--- src/design/ffca_pkg.sv ---
package ffca_pkg;

  // Heap geometry
  localparam int unsigned NUM_CHUNKS  = 64;
  localparam int unsigned CHUNK_BYTES = 512;

  // Field widths fixed by the interface
  localparam int unsigned SIZE_W  = 16;
  localparam int unsigned START_W = 6;
  localparam int unsigned ADDR_W  = 16;

  // Derived widths
  localparam int unsigned IDX_W   = (NUM_CHUNKS > 1) ? $clog2(NUM_CHUNKS) : 1;
  localparam int unsigned CNT_W   = $clog2(NUM_CHUNKS + 1);
  localparam int unsigned BYTES_W = $clog2(NUM_CHUNKS * CHUNK_BYTES + 1);
  localparam int unsigned CMP_W   = (BYTES_W > SIZE_W) ? BYTES_W : SIZE_W;
  localparam int unsigned PROD_W  = IDX_W + $clog2(CHUNK_BYTES + 1);

  localparam logic [IDX_W-1:0]   LAST_IDX = IDX_W'(NUM_CHUNKS - 1);
  localparam logic [BYTES_W-1:0] CB_STEP  = BYTES_W'(CHUNK_BYTES);

  // Item kinds
  typedef enum logic {
    KIND_INIT  = 1'b0,
    KIND_ALLOC = 1'b1
  } kind_e;

  // One owner table entry
  typedef struct packed {
    logic             used;
    logic [IDX_W-1:0] owner;
  } entry_t;

  // Table access from the controller
  typedef struct packed {
    logic             we;
    logic             re;
    logic [IDX_W-1:0] addr;
    entry_t           wdata;
  } mem_req_t;

  // Result beat
  typedef struct packed {
    logic               vld;
    logic               ok;
    logic [START_W-1:0] start;
    logic [ADDR_W-1:0]  addr;
  } res_t;

endpackage

--- src/design/ffca_table.sv ---
module ffca_table import ffca_pkg::*; (
  input  logic     clk_i,
  input  mem_req_t req_i,
  output entry_t   rdata_o
);

  entry_t mem [NUM_CHUNKS];
  entry_t rdata_q;

  // Single port, registered read
  always_ff @(posedge clk_i) begin
    if (req_i.we) begin
      mem[req_i.addr] <= req_i.wdata;
    end
    if (req_i.re) begin
      rdata_q <= mem[req_i.addr];
    end
  end

  assign rdata_o = rdata_q;

endmodule

--- src/design/ffca_ctrl.sv ---
module ffca_ctrl import ffca_pkg::*; (
  input  logic              clk_i,
  input  logic              rst_ni,
  input  logic              start_i,
  input  logic              kind_i,
  input  logic [SIZE_W-1:0] size_i,
  input  logic [ADDR_W-1:0] heap_base_i,
  input  entry_t            rdata_i,
  output mem_req_t          req_o,
  output logic              busy_o,
  output res_t              res_o
);

  typedef enum logic [3:0] {
    S_IDLE = 4'b0001,
    S_FILL = 4'b0010,
    S_SCAN = 4'b0100,
    S_MARK = 4'b1000
  } state_e;

  state_e              state_q, state_d;
  logic [SIZE_W-1:0]   size_q, size_d;
  logic [IDX_W-1:0]    addr_q, addr_d;
  logic [BYTES_W-1:0]  pos_q, pos_d;
  logic [BYTES_W-1:0]  run_bytes_q, run_bytes_d;
  logic [CNT_W-1:0]    run_cnt_q, run_cnt_d;
  logic [IDX_W-1:0]    start_q, start_d;
  logic                report_q, report_d;
  logic                issue_q, issue_d;
  logic                rd_vld_q, rd_vld_d;
  logic [IDX_W-1:0]    rd_idx_q, rd_idx_d;
  res_t                res_q, res_d;

  logic [BYTES_W-1:0]  fit_sum;
  logic [PROD_W-1:0]   offset;
  logic                matched;

  assign fit_sum = run_bytes_q + CB_STEP;
  assign offset  = PROD_W'(start_q) * PROD_W'(CHUNK_BYTES);

  always_comb begin
    state_d     = state_q;
    size_d      = size_q;
    addr_d      = addr_q;
    pos_d       = pos_q;
    run_bytes_d = run_bytes_q;
    run_cnt_d   = run_cnt_q;
    start_d     = start_q;
    report_d    = report_q;
    issue_d     = issue_q;
    rd_vld_d    = 1'b0;
    rd_idx_d    = rd_idx_q;
    res_d       = '0;
    req_o       = '0;
    matched     = 1'b0;

    unique case (state_q)
      S_IDLE: begin
        if (start_i) begin
          size_d = size_i;
          addr_d = '0;
          pos_d  = '0;
          if (kind_i == KIND_INIT) begin
            report_d = 1'b1;
            state_d  = S_FILL;
          end else if (size_i == '0) begin
            // empty request fails at once
            res_d.vld = 1'b1;
          end else begin
            issue_d     = 1'b1;
            run_bytes_d = '0;
            run_cnt_d   = '0;
            state_d     = S_SCAN;
          end
        end
      end

      // Sweep: entry i is owned by chunk 0 while i*CHUNK_BYTES < size
      S_FILL: begin
        req_o.we          = 1'b1;
        req_o.addr        = addr_q;
        req_o.wdata.used  = CMP_W'(pos_q) < CMP_W'(size_q);
        req_o.wdata.owner = '0;
        pos_d  = pos_q + CB_STEP;
        addr_d = addr_q + 1'b1;
        if (addr_q == LAST_IDX) begin
          state_d = S_IDLE;
          if (report_q) begin
            res_d.vld = 1'b1;
            res_d.ok  = 1'b1;
          end
        end
      end

      // Streamed reads, one entry a cycle; each entry is checked once its registered read returns
      S_SCAN: begin
        req_o.re   = issue_q;
        req_o.addr = addr_q;
        rd_vld_d   = issue_q;
        rd_idx_d   = addr_q;
        if (issue_q) begin
          addr_d = addr_q + 1'b1;
          if (addr_q == LAST_IDX) begin
            issue_d = 1'b0;
          end
        end
        if (rd_vld_q) begin
          if (rdata_i.used) begin
            run_bytes_d = '0;
            run_cnt_d   = '0;
          end else begin
            if (run_cnt_q == '0) begin
              start_d = rd_idx_q;
            end
            run_bytes_d = fit_sum;
            run_cnt_d   = run_cnt_q + 1'b1;
            if (CMP_W'(fit_sum) >= CMP_W'(size_q)) begin
              matched = 1'b1;
              state_d = S_MARK;
              addr_d  = (run_cnt_q == '0) ? rd_idx_q : start_q;
            end
          end
          if (!matched && rd_idx_q == LAST_IDX) begin
            res_d.vld = 1'b1;
            state_d   = S_IDLE;
          end
        end
      end

      // Claim the run, one entry a cycle
      S_MARK: begin
        req_o.we          = 1'b1;
        req_o.addr        = addr_q;
        req_o.wdata.used  = 1'b1;
        req_o.wdata.owner = start_q;
        addr_d    = addr_q + 1'b1;
        run_cnt_d = run_cnt_q - 1'b1;
        if (run_cnt_q == CNT_W'(1)) begin
          res_d.vld   = 1'b1;
          res_d.ok    = 1'b1;
          res_d.start = START_W'(start_q);
          res_d.addr  = heap_base_i + ADDR_W'(offset);
          state_d     = S_IDLE;
        end
      end

      default: begin
        state_d = S_IDLE;
      end
    endcase
  end

  // Reset starts a silent clearing sweep with a zero preallocation
  always_ff @(posedge clk_i or negedge rst_ni) begin
    if (!rst_ni) begin
      state_q  <= S_FILL;
      size_q   <= '0;
      addr_q   <= '0;
      pos_q    <= '0;
      report_q <= 1'b0;
      issue_q  <= 1'b0;
      rd_vld_q <= 1'b0;
      res_q    <= '0;
    end else begin
      state_q  <= state_d;
      size_q   <= size_d;
      addr_q   <= addr_d;
      pos_q    <= pos_d;
      report_q <= report_d;
      issue_q  <= issue_d;
      rd_vld_q <= rd_vld_d;
      res_q    <= res_d;
    end
  end

  always_ff @(posedge clk_i) begin
    run_bytes_q <= run_bytes_d;
    run_cnt_q   <= run_cnt_d;
    start_q     <= start_d;
    rd_idx_q    <= rd_idx_d;
  end

  assign busy_o = (state_q != S_IDLE);
  assign res_o  = res_q;

endmodule

--- src/design/first_fit_chunk_allocator.sv ---
// First-fit chunk allocator.
// Command channel: kind_i/size_bytes_i are taken when start is high and
// busy is low. kind 0 rewrites the owner table, marking the first
// ceil(size/CHUNK_BYTES) chunks (saturating) as owned by chunk 0; kind 1
// finds the lowest run of free chunks that covers size_bytes_i and claims it.
// Result channel: one beat per command, done_o high for exactly one cycle with
// success_o, start_chunk_o and address_o; failures report all zeros. The
// receiver cannot stall; a result beat overlaps acceptance of the next command.
// Config channel: cfg_data_i is written to heap_base when cfg_valid_i is high;
// cfg_ready_o is always high. Write only while idle.
// Sequencing (the owner table has one port, so scan and claim run in turn):
//   init             writes every entry of the table in order
//   alloc, zero size failure beat, the table is not touched
//   alloc, no fit    full scan of the table, then a failure beat
//   alloc, found     scan up to the run's end, then one write per claimed
//                    chunk; the result beat follows the last claim
// Reset: a sweep over all NUM_CHUNKS entries clears the table with busy
// high and no result beat; heap_base resets to 0.
module first_fit_chunk_allocator import ffca_pkg::*; (
  input  logic               clk_i,
  input  logic               rst_ni,
  input  logic               start,
  output logic               busy,
  input  logic               kind_i,
  input  logic [SIZE_W-1:0]  size_bytes_i,
  output logic               done_o,
  output logic               success_o,
  output logic [START_W-1:0] start_chunk_o,
  output logic [ADDR_W-1:0]  address_o,
  input  logic               cfg_valid_i,
  output logic               cfg_ready_o,
  input  logic [ADDR_W-1:0]  cfg_data_i
);

  logic [ADDR_W-1:0] heap_base_q;
  mem_req_t          mem_req;
  entry_t            mem_rdata;
  res_t              res;

  // Config register
  assign cfg_ready_o = 1'b1;

  always_ff @(posedge clk_i or negedge rst_ni) begin
    if (!rst_ni) begin
      heap_base_q <= '0;
    end else if (cfg_valid_i) begin
      heap_base_q <= cfg_data_i;
    end
  end

  ffca_ctrl u_ctrl (
    .clk_i       (clk_i),
    .rst_ni      (rst_ni),
    .start_i     (start),
    .kind_i      (kind_i),
    .size_i      (size_bytes_i),
    .heap_base_i (heap_base_q),
    .rdata_i     (mem_rdata),
    .req_o       (mem_req),
    .busy_o      (busy),
    .res_o       (res)
  );

  ffca_table u_table (
    .clk_i   (clk_i),
    .req_i   (mem_req),
    .rdata_o (mem_rdata)
  );

  assign done_o        = res.vld;
  assign success_o     = res.ok;
  assign start_chunk_o = res.start;
  assign address_o     = res.addr;

  // Failed beats carry zeros
  a_fail_zero: assert property (@(posedge clk_i) disable iff (!rst_ni)
    done_o && !success_o |-> start_chunk_o == '0 && address_o == '0)
    else $error("failed result carries nonzero payload");

  // Empty alloc answers in the next cycle with a failure
  a_empty_fail: assert property (@(posedge clk_i) disable iff (!rst_ni)
    start && !busy && kind_i == KIND_ALLOC && size_bytes_i == '0
      |=> done_o && !success_o)
    else $error("zero-size alloc not rejected");

  // Table only changes while busy (a command or the reset sweep in flight)
  a_write_busy: assert property (@(posedge clk_i) disable iff (!rst_ni)
    mem_req.we |-> busy)
    else $error("table write while idle");

  // No read and write in the same cycle
  a_one_access: assert property (@(posedge clk_i) disable iff (!rst_ni)
    !(mem_req.we && mem_req.re))
    else $error("table read and write collide");

endmodule
--- config.mk ---
export PLATFORM = sky130hd
export DESIGN_NAME = first_fit_chunk_allocator
export DESIGN_NICKNAME = d
export VERILOG_FILES = /design/src/design/ffca_pkg.sv /design/src/design/ffca_table.sv /design/src/design/ffca_ctrl.sv /design/src/design/first_fit_chunk_allocator.sv
export SDC_FILE = /design/constraint.sdc
export NUM_CORES = 1
export LEC_CHECK = 0
export ABC_AREA = 1
export BUFFER_PORTS_ARGS = -buffer_cell sky130_fd_sc_hd__buf_2
export CAP_MARGIN = 20
export CORE_AREA = 2 2 176 178
export DETAILED_ROUTE_END_ITERATION = 16
export DIE_AREA = 0 0 178 180
export GPL_ROUTABILITY_DRIVEN = 0
export MAX_ROUTING_LAYER = met4
export SLEW_MARGIN = 25
export SYNTH_ARGS = -nofsm -noshare
export SYNTH_HDL_FRONTEND = slang
export SYNTH_SLANG_ARGS = --single-unit
export TNS_END_PERCENT = 50
--- constraint.sdc ---
create_clock -name clk_i -period 15.54 [get_ports clk_i]
set_input_delay 1.554 -clock clk_i [delete_from_list [all_inputs] [get_ports clk_i]]
set_output_delay 1.554 -clock clk_i [all_outputs]
set_load 0.03 [all_outputs]
Word level (Yosys, flattened, before mapping):

Memory sizes are Yosys's and may differ from the RTL's. A register that Yosys moved wholly into a read port is not among the register bits.
Cells that the tools add are included.
W data, S select, Z words.

* mux-type cells: 58
* add/sub/neg operators: 6
* $lt $le $gt $ge: 2
* equal/unequal tests: 17
* bitwise logic cells: 2
* reduce and logical (&&, ||, !) cells: 19

Operators by type and width (number)
* $mux W16: 6
* $pmux W16 S2: 2
* $mux W6: 7
* $mux W4: 9
* $mux W7: 5
* $add A16 B10 Y16 const B: 2
* $mux W24: 1
* $mux W22: 1
* $pmux W7 S3: 1
* $mux W1: 18
* $pmux W6 S3: 1
* $add A16 B15 Y16: 1
* $ge A16 B16 Y1: 1
* $logic_not A16 Y1: 1
* $lt A16 B16 Y1: 1
* $pmux W4 S4: 1
* $pmux W7 S2: 1
* $eq A6 B6 Y1 const B: 2
* $reduce_and A5 Y1: 2
* $add A7 B1 Y7 const B: 1
* $eq A7 B1 Y1 const B: 1
* $logic_not A7 Y1: 1
* $reduce_and A7 Y1: 1
* $sub A7 B1 Y7 const B: 1
* 23 further kinds: 36

* word-level logic and storage cells: 121
* input bits: 37
* output and inout bits: 26
* flip-flop bits (word level): 120
* memories kept: 1
* RAM bits: 448

Memories
* u_table.mem: words 64, bits a word 7, read ports 1, clocked after Yosys merged registers in 1, write ports 1, RTL line ffca_table.sv:7 `entry_t mem [NUM_CHUNKS];`

Logic depth before layout (Yosys ltp):

* depth after elaboration: 11
* depth in mapped cells: 17
* mapped depth without buffers: 17

Cells and area by module:

Synthesis repeated with hierarchy kept, for this count alone.

* cell total of the unflattened synthesis: 2587
* area total of the unflattened synthesis: 25345.6 um^2

Modules (own cells, without submodules)
* ffca_table: seq. area each 13663.1 um^2, cells an instance 1904, area each 19382.3 um^2, instances 1
* ffca_ctrl: seq. area each 2553.7 um^2, cells an instance 613, area each 5307.6 um^2, instances 1
* first_fit_chunk_allocator: seq. area each 400.4 um^2, cells an instance 70, area each 655.6 um^2, instances 1

Worst setup path before layout:

OpenSTA, ideal clock, no wires.

* path type: register to register
* start point: reg u_ctrl.pos_q[11]
* end point: mem u_table.mem[0][6] (netlist bit), data pin
* cell stages (with the launch flop): 5
* arrival: 4659 ps
* period minus slack after synthesis: 5566 ps
* required time: 14633 ps
* slack: 9974 ps
* buffers on the path: 0
* library setup time: 907 ps
* cell sequence: dfrtp_1 > ha_1 > a21oi_1 > a21oi_1 > o41ai_1

RTL lines
* start, declared: RTL line ffca_ctrl.sv:24 `logic [BYTES_W-1:0] pos_q, pos_d;`
* start signal, assigned: RTL line ffca_ctrl.sv:168 `pos_q <= pos_d;`
* end, declared: RTL line ffca_table.sv:7

Worst setup path after layout:

* start point: reg u_ctrl.state_q[3]
* end point: out busy

* word-level cells in the longest chain between the ends: 1

RTL lines
* start, declared: RTL line ffca_ctrl.sv:21 `state_e state_q, state_d;`
* start signal, assigned: RTL line ffca_ctrl.sv:165 `state_q <= state_d;`
* $ne A4 B1 Y1: RTL line ffca_ctrl.sv:183 `assign busy_o = (state_q != S_IDLE);`
* end, declared: RTL line first_fit_chunk_allocator.sv:23 `output logic busy,`

Every way passes these cells.

==> metrics <==
initial antenna violation count 0; Core ar. between 0.03 and 0.04 sq mm; CTS tree done; Area after DPL around 0.0097 sq mm; Avg Synthesized Cell Area 8.92 sq um; #FFs+latches synth 176; Yosys top cell by area edfxtp_1; hold depth 2; Root Driver clkbuf_16; total CTS buffers 17; WL final 20100 um; Syn-to-layout area delta 14.6%; Final Net Count 1133; DR iter-0 viols 478; crit path max fanout 4; Hold WC Path Type flop to flop; ys async rst share 43.2%; post-synthesis sequential area ratio ~55%; top cells by count, synth 207 x nand2_1, 149 x nor2_1, 142 x inv_1; RSZ-0062 raised after global routing no; # DRC 0; first-pass iteration count of the detailed router 5; hold_ws between 0.4 and 0.5 ns; worst skew pair latency 0.43 ns; number of global-route vias before repair 6571; Gate Count Post-Synth 1005; PD cells between 150 and 200 mW/mm^2; vias per std cell 4.61; Setup Viol. Count Final 0; hold path start u_ctrl.report_q; detailed placement HPWL 14200 um; Worst path max stage delay 0.40 ns; worst path cell trace nor2_1, nand3_1, buf_2; n_diodes 0; crit path time final 2.99 ns; post_cts resized 0; outcome completed; row count 64; FF-to-FF End u_table.mem[53][6]; actual slew at the worst max-slew pin a little under 1 ns; Max VDD drop 76.9 uV; Synthesized Nets around 1100; final instance area 0.0103 sq mm; setup TNS 0 ns; prevailing post-synth register cell edfxtp_1; Die Span Y ~180 um; R2R setup slack around 13 ns; vias between 6000 and 7000; area share of the largest cell type after synthesis 33.5%; Worst Skew about 0.013 ns; Reg2Reg Depth 8; slowest stage cell, crit path dfrtp_1; Final Hold Fails 0; initial core utilization 29.7%; hold path endpoint u_ctrl.report_q; fin crit share between 15 and 20%; Final ANT Viol Nets 0; Ys Warns 0; # clock sinks between 150 and 200; element type at the critical path end output port; CTS hold repair buffers 0; largest net degree at the start of global routing 77; worst path required time 13.99 ns; critical path type flop to output port; max-slew headroom at the worst pin around 36%; layout cells sized above 1 12.2%; post-CTS setup buffer count 0; Mapped Area 0.00896 sq mm; I/O Pins 63; most frequent cell after synthesis nand2_1; FF-to-FF Start u_ctrl.state_q[0]; die area 0.0320 sq mm; Worst-path clk slew 0.07 ns; Max Slew Vio Count 0; number of flops mapped to enable cells by yosys 100; global-route wire length before repair 33200 um; total grt overflow 0; Netlist cell types 44; fill count just over 3000; WL per Instance 13.7 um; Leakage Power 4.69 nW; startpoint types flop; Tot GR Track Use 13.4%; chip width 178 um; Port Buf Inserts 61; top cells by area, synth edfxtp_1 34%, dfrtp_1 21%, nand2_1 8.7%; Max Cap Viol 0; Max Clock Freq 335 MHz; htree depth 4; WP data arrival 1.43 ns; clock buffer depth 2
==> how the worst max path moves through the flow <==
stage | startpoint | endpoint | slack [ns]
finish | u_ctrl.state_q[3] | busy | 12.55
global route | u_ctrl.state_q[1] | u_table.rdata_o[6] | 12.33
CTS | u_ctrl.state_q[3] | busy | 12.54
detailed placement | size_bytes_i[15] | u_ctrl.run_cnt_q[5] | 12.58
global placement | size_bytes_i[3] | u_ctrl.run_cnt_q[5] | 12.61
floorplan | u_ctrl.pos_q[11] | u_table.mem[0][6] | 9.97
==> cell type report <==
class                           instances  area (sq um)  area share [%]
Clock inverter                         14           159            1.55
Sequential cell                       176          4910            47.8
Clock buffer                           18           450            4.38
Inverter                              148           556            5.41
Multi-Input combinational cell        652          3370            32.8
Tap cell                              396           495            4.82
Timing Repair Buffer                   65           342            3.32
==> power by group <==
group	switching (mW)	internal, mW
Combinational	0.336	0.160
Clock	0.207	0.226
Sequential	0.0739	0.604
==> cells in the final DEF, fill, tap and decap left out, types with 2 or more instances in the layout <==
| cell type | synthesis | routed |
|---|---|---|
| clkbuf_16 | 0 | 18 |
| nand3_1 | 73 | 73 |
| nor3b_1 | 2 | 2 |
| xnor2_1 | 4 | 4 |
| a21oi_1 | 27 | 27 |
| nand2_2 | 4 | 4 |
| ha_1 | 35 | 35 |
| o31ai_1 | 4 | 4 |
| o22ai_1 | 3 | 3 |
| inv_6 | 0 | 5 |
| mux2_2 | 6 | 6 |
| clkinv_8 | 0 | 4 |
| inv_2 | 4 | 4 |
| edfxtp_1 | 100 | 100 |
| nor3_1 | 8 | 8 |
| o2111ai_1 | 2 | 2 |
| nor2_2 | 3 | 3 |
| buf_4 | 4 | 4 |
| inv_1 | 142 | 142 |
| nand3_2 | 3 | 3 |
| clkinv_1 | 2 | 2 |
| nand4_1 | 17 | 17 |
| or2_2 | 7 | 7 |
| dfrtp_1 | 75 | 75 |
| inv_8 | 0 | 3 |
| nand3b_1 | 20 | 20 |
| xor2_1 | 11 | 11 |
| buf_2 | 4 | 60 |
| nand2_1 | 207 | 207 |
| nor2_1 | 149 | 149 |
| o21ai_0 | 54 | 54 |
==> registers in the layout (all words and copies together), names as in the netlist <==
| name | cells |
|---|---|
| u_ctrl.state_q | 4 |
| u_ctrl.pos_q | 7 |
| u_table.rdata_o | 1 |
| u_ctrl.start_q | 6 |
| u_ctrl.rd_vld_q | 1 |
| u_ctrl.addr_q | 6 |
| u_ctrl.size_q | 16 |
| u_ctrl.report_q | 1 |
| u_ctrl.run_cnt_q | 7 |
| u_ctrl.run_bytes_q | 16 |
| heap_base_q | 16 |
| u_ctrl.rd_idx_q | 6 |
| u_ctrl.res_o | 24 |
| u_ctrl.issue_q | 1 |
| u_table.mem | 64 |
==> critical path, delay by kind of cell, from the launching register on <==
kind	cells	cell delay (ns)
flops	1	0.40
simple gates	2	0.37
buf+inv	1	0.23
==> per-layer routing <==
layer	part of all wire, %	track usage, %
met5	0	-
met4	1.7	3.87
met3	4.9	3.05
met2	46	20.6
met1	47	17.6
==> stage by stage <==
step	utilization (%)	cells	worst slack (ns)	power, mW
3_5_place_dp	32.0	1437	12.58	1.18
6_report	34.0	1469	12.55	1.61
4_1_cts	34.0	1469	12.54	1.62
2_1_floorplan	-	1005	9.97	1.05
5_1_grt	34.0	1469	12.33	1.73
3_3_place_gp	32.0	1437	12.61	1.17
==> cells by family after synthesis <==
kind of cell	Yosys count	share of synthesized area [%]
and+or+nand+nor	498	24.3
xor gates and xnor gates	15	1.47
adders and majority gates	36	5.11
buffers and inverters	177	7.80
muxes	6	0.754
DFF	176	54.7
other	1	0.0418
AOI/OAI and AO/OA	96	5.75
Note: power is estimated with default switching activity, not from simulation.
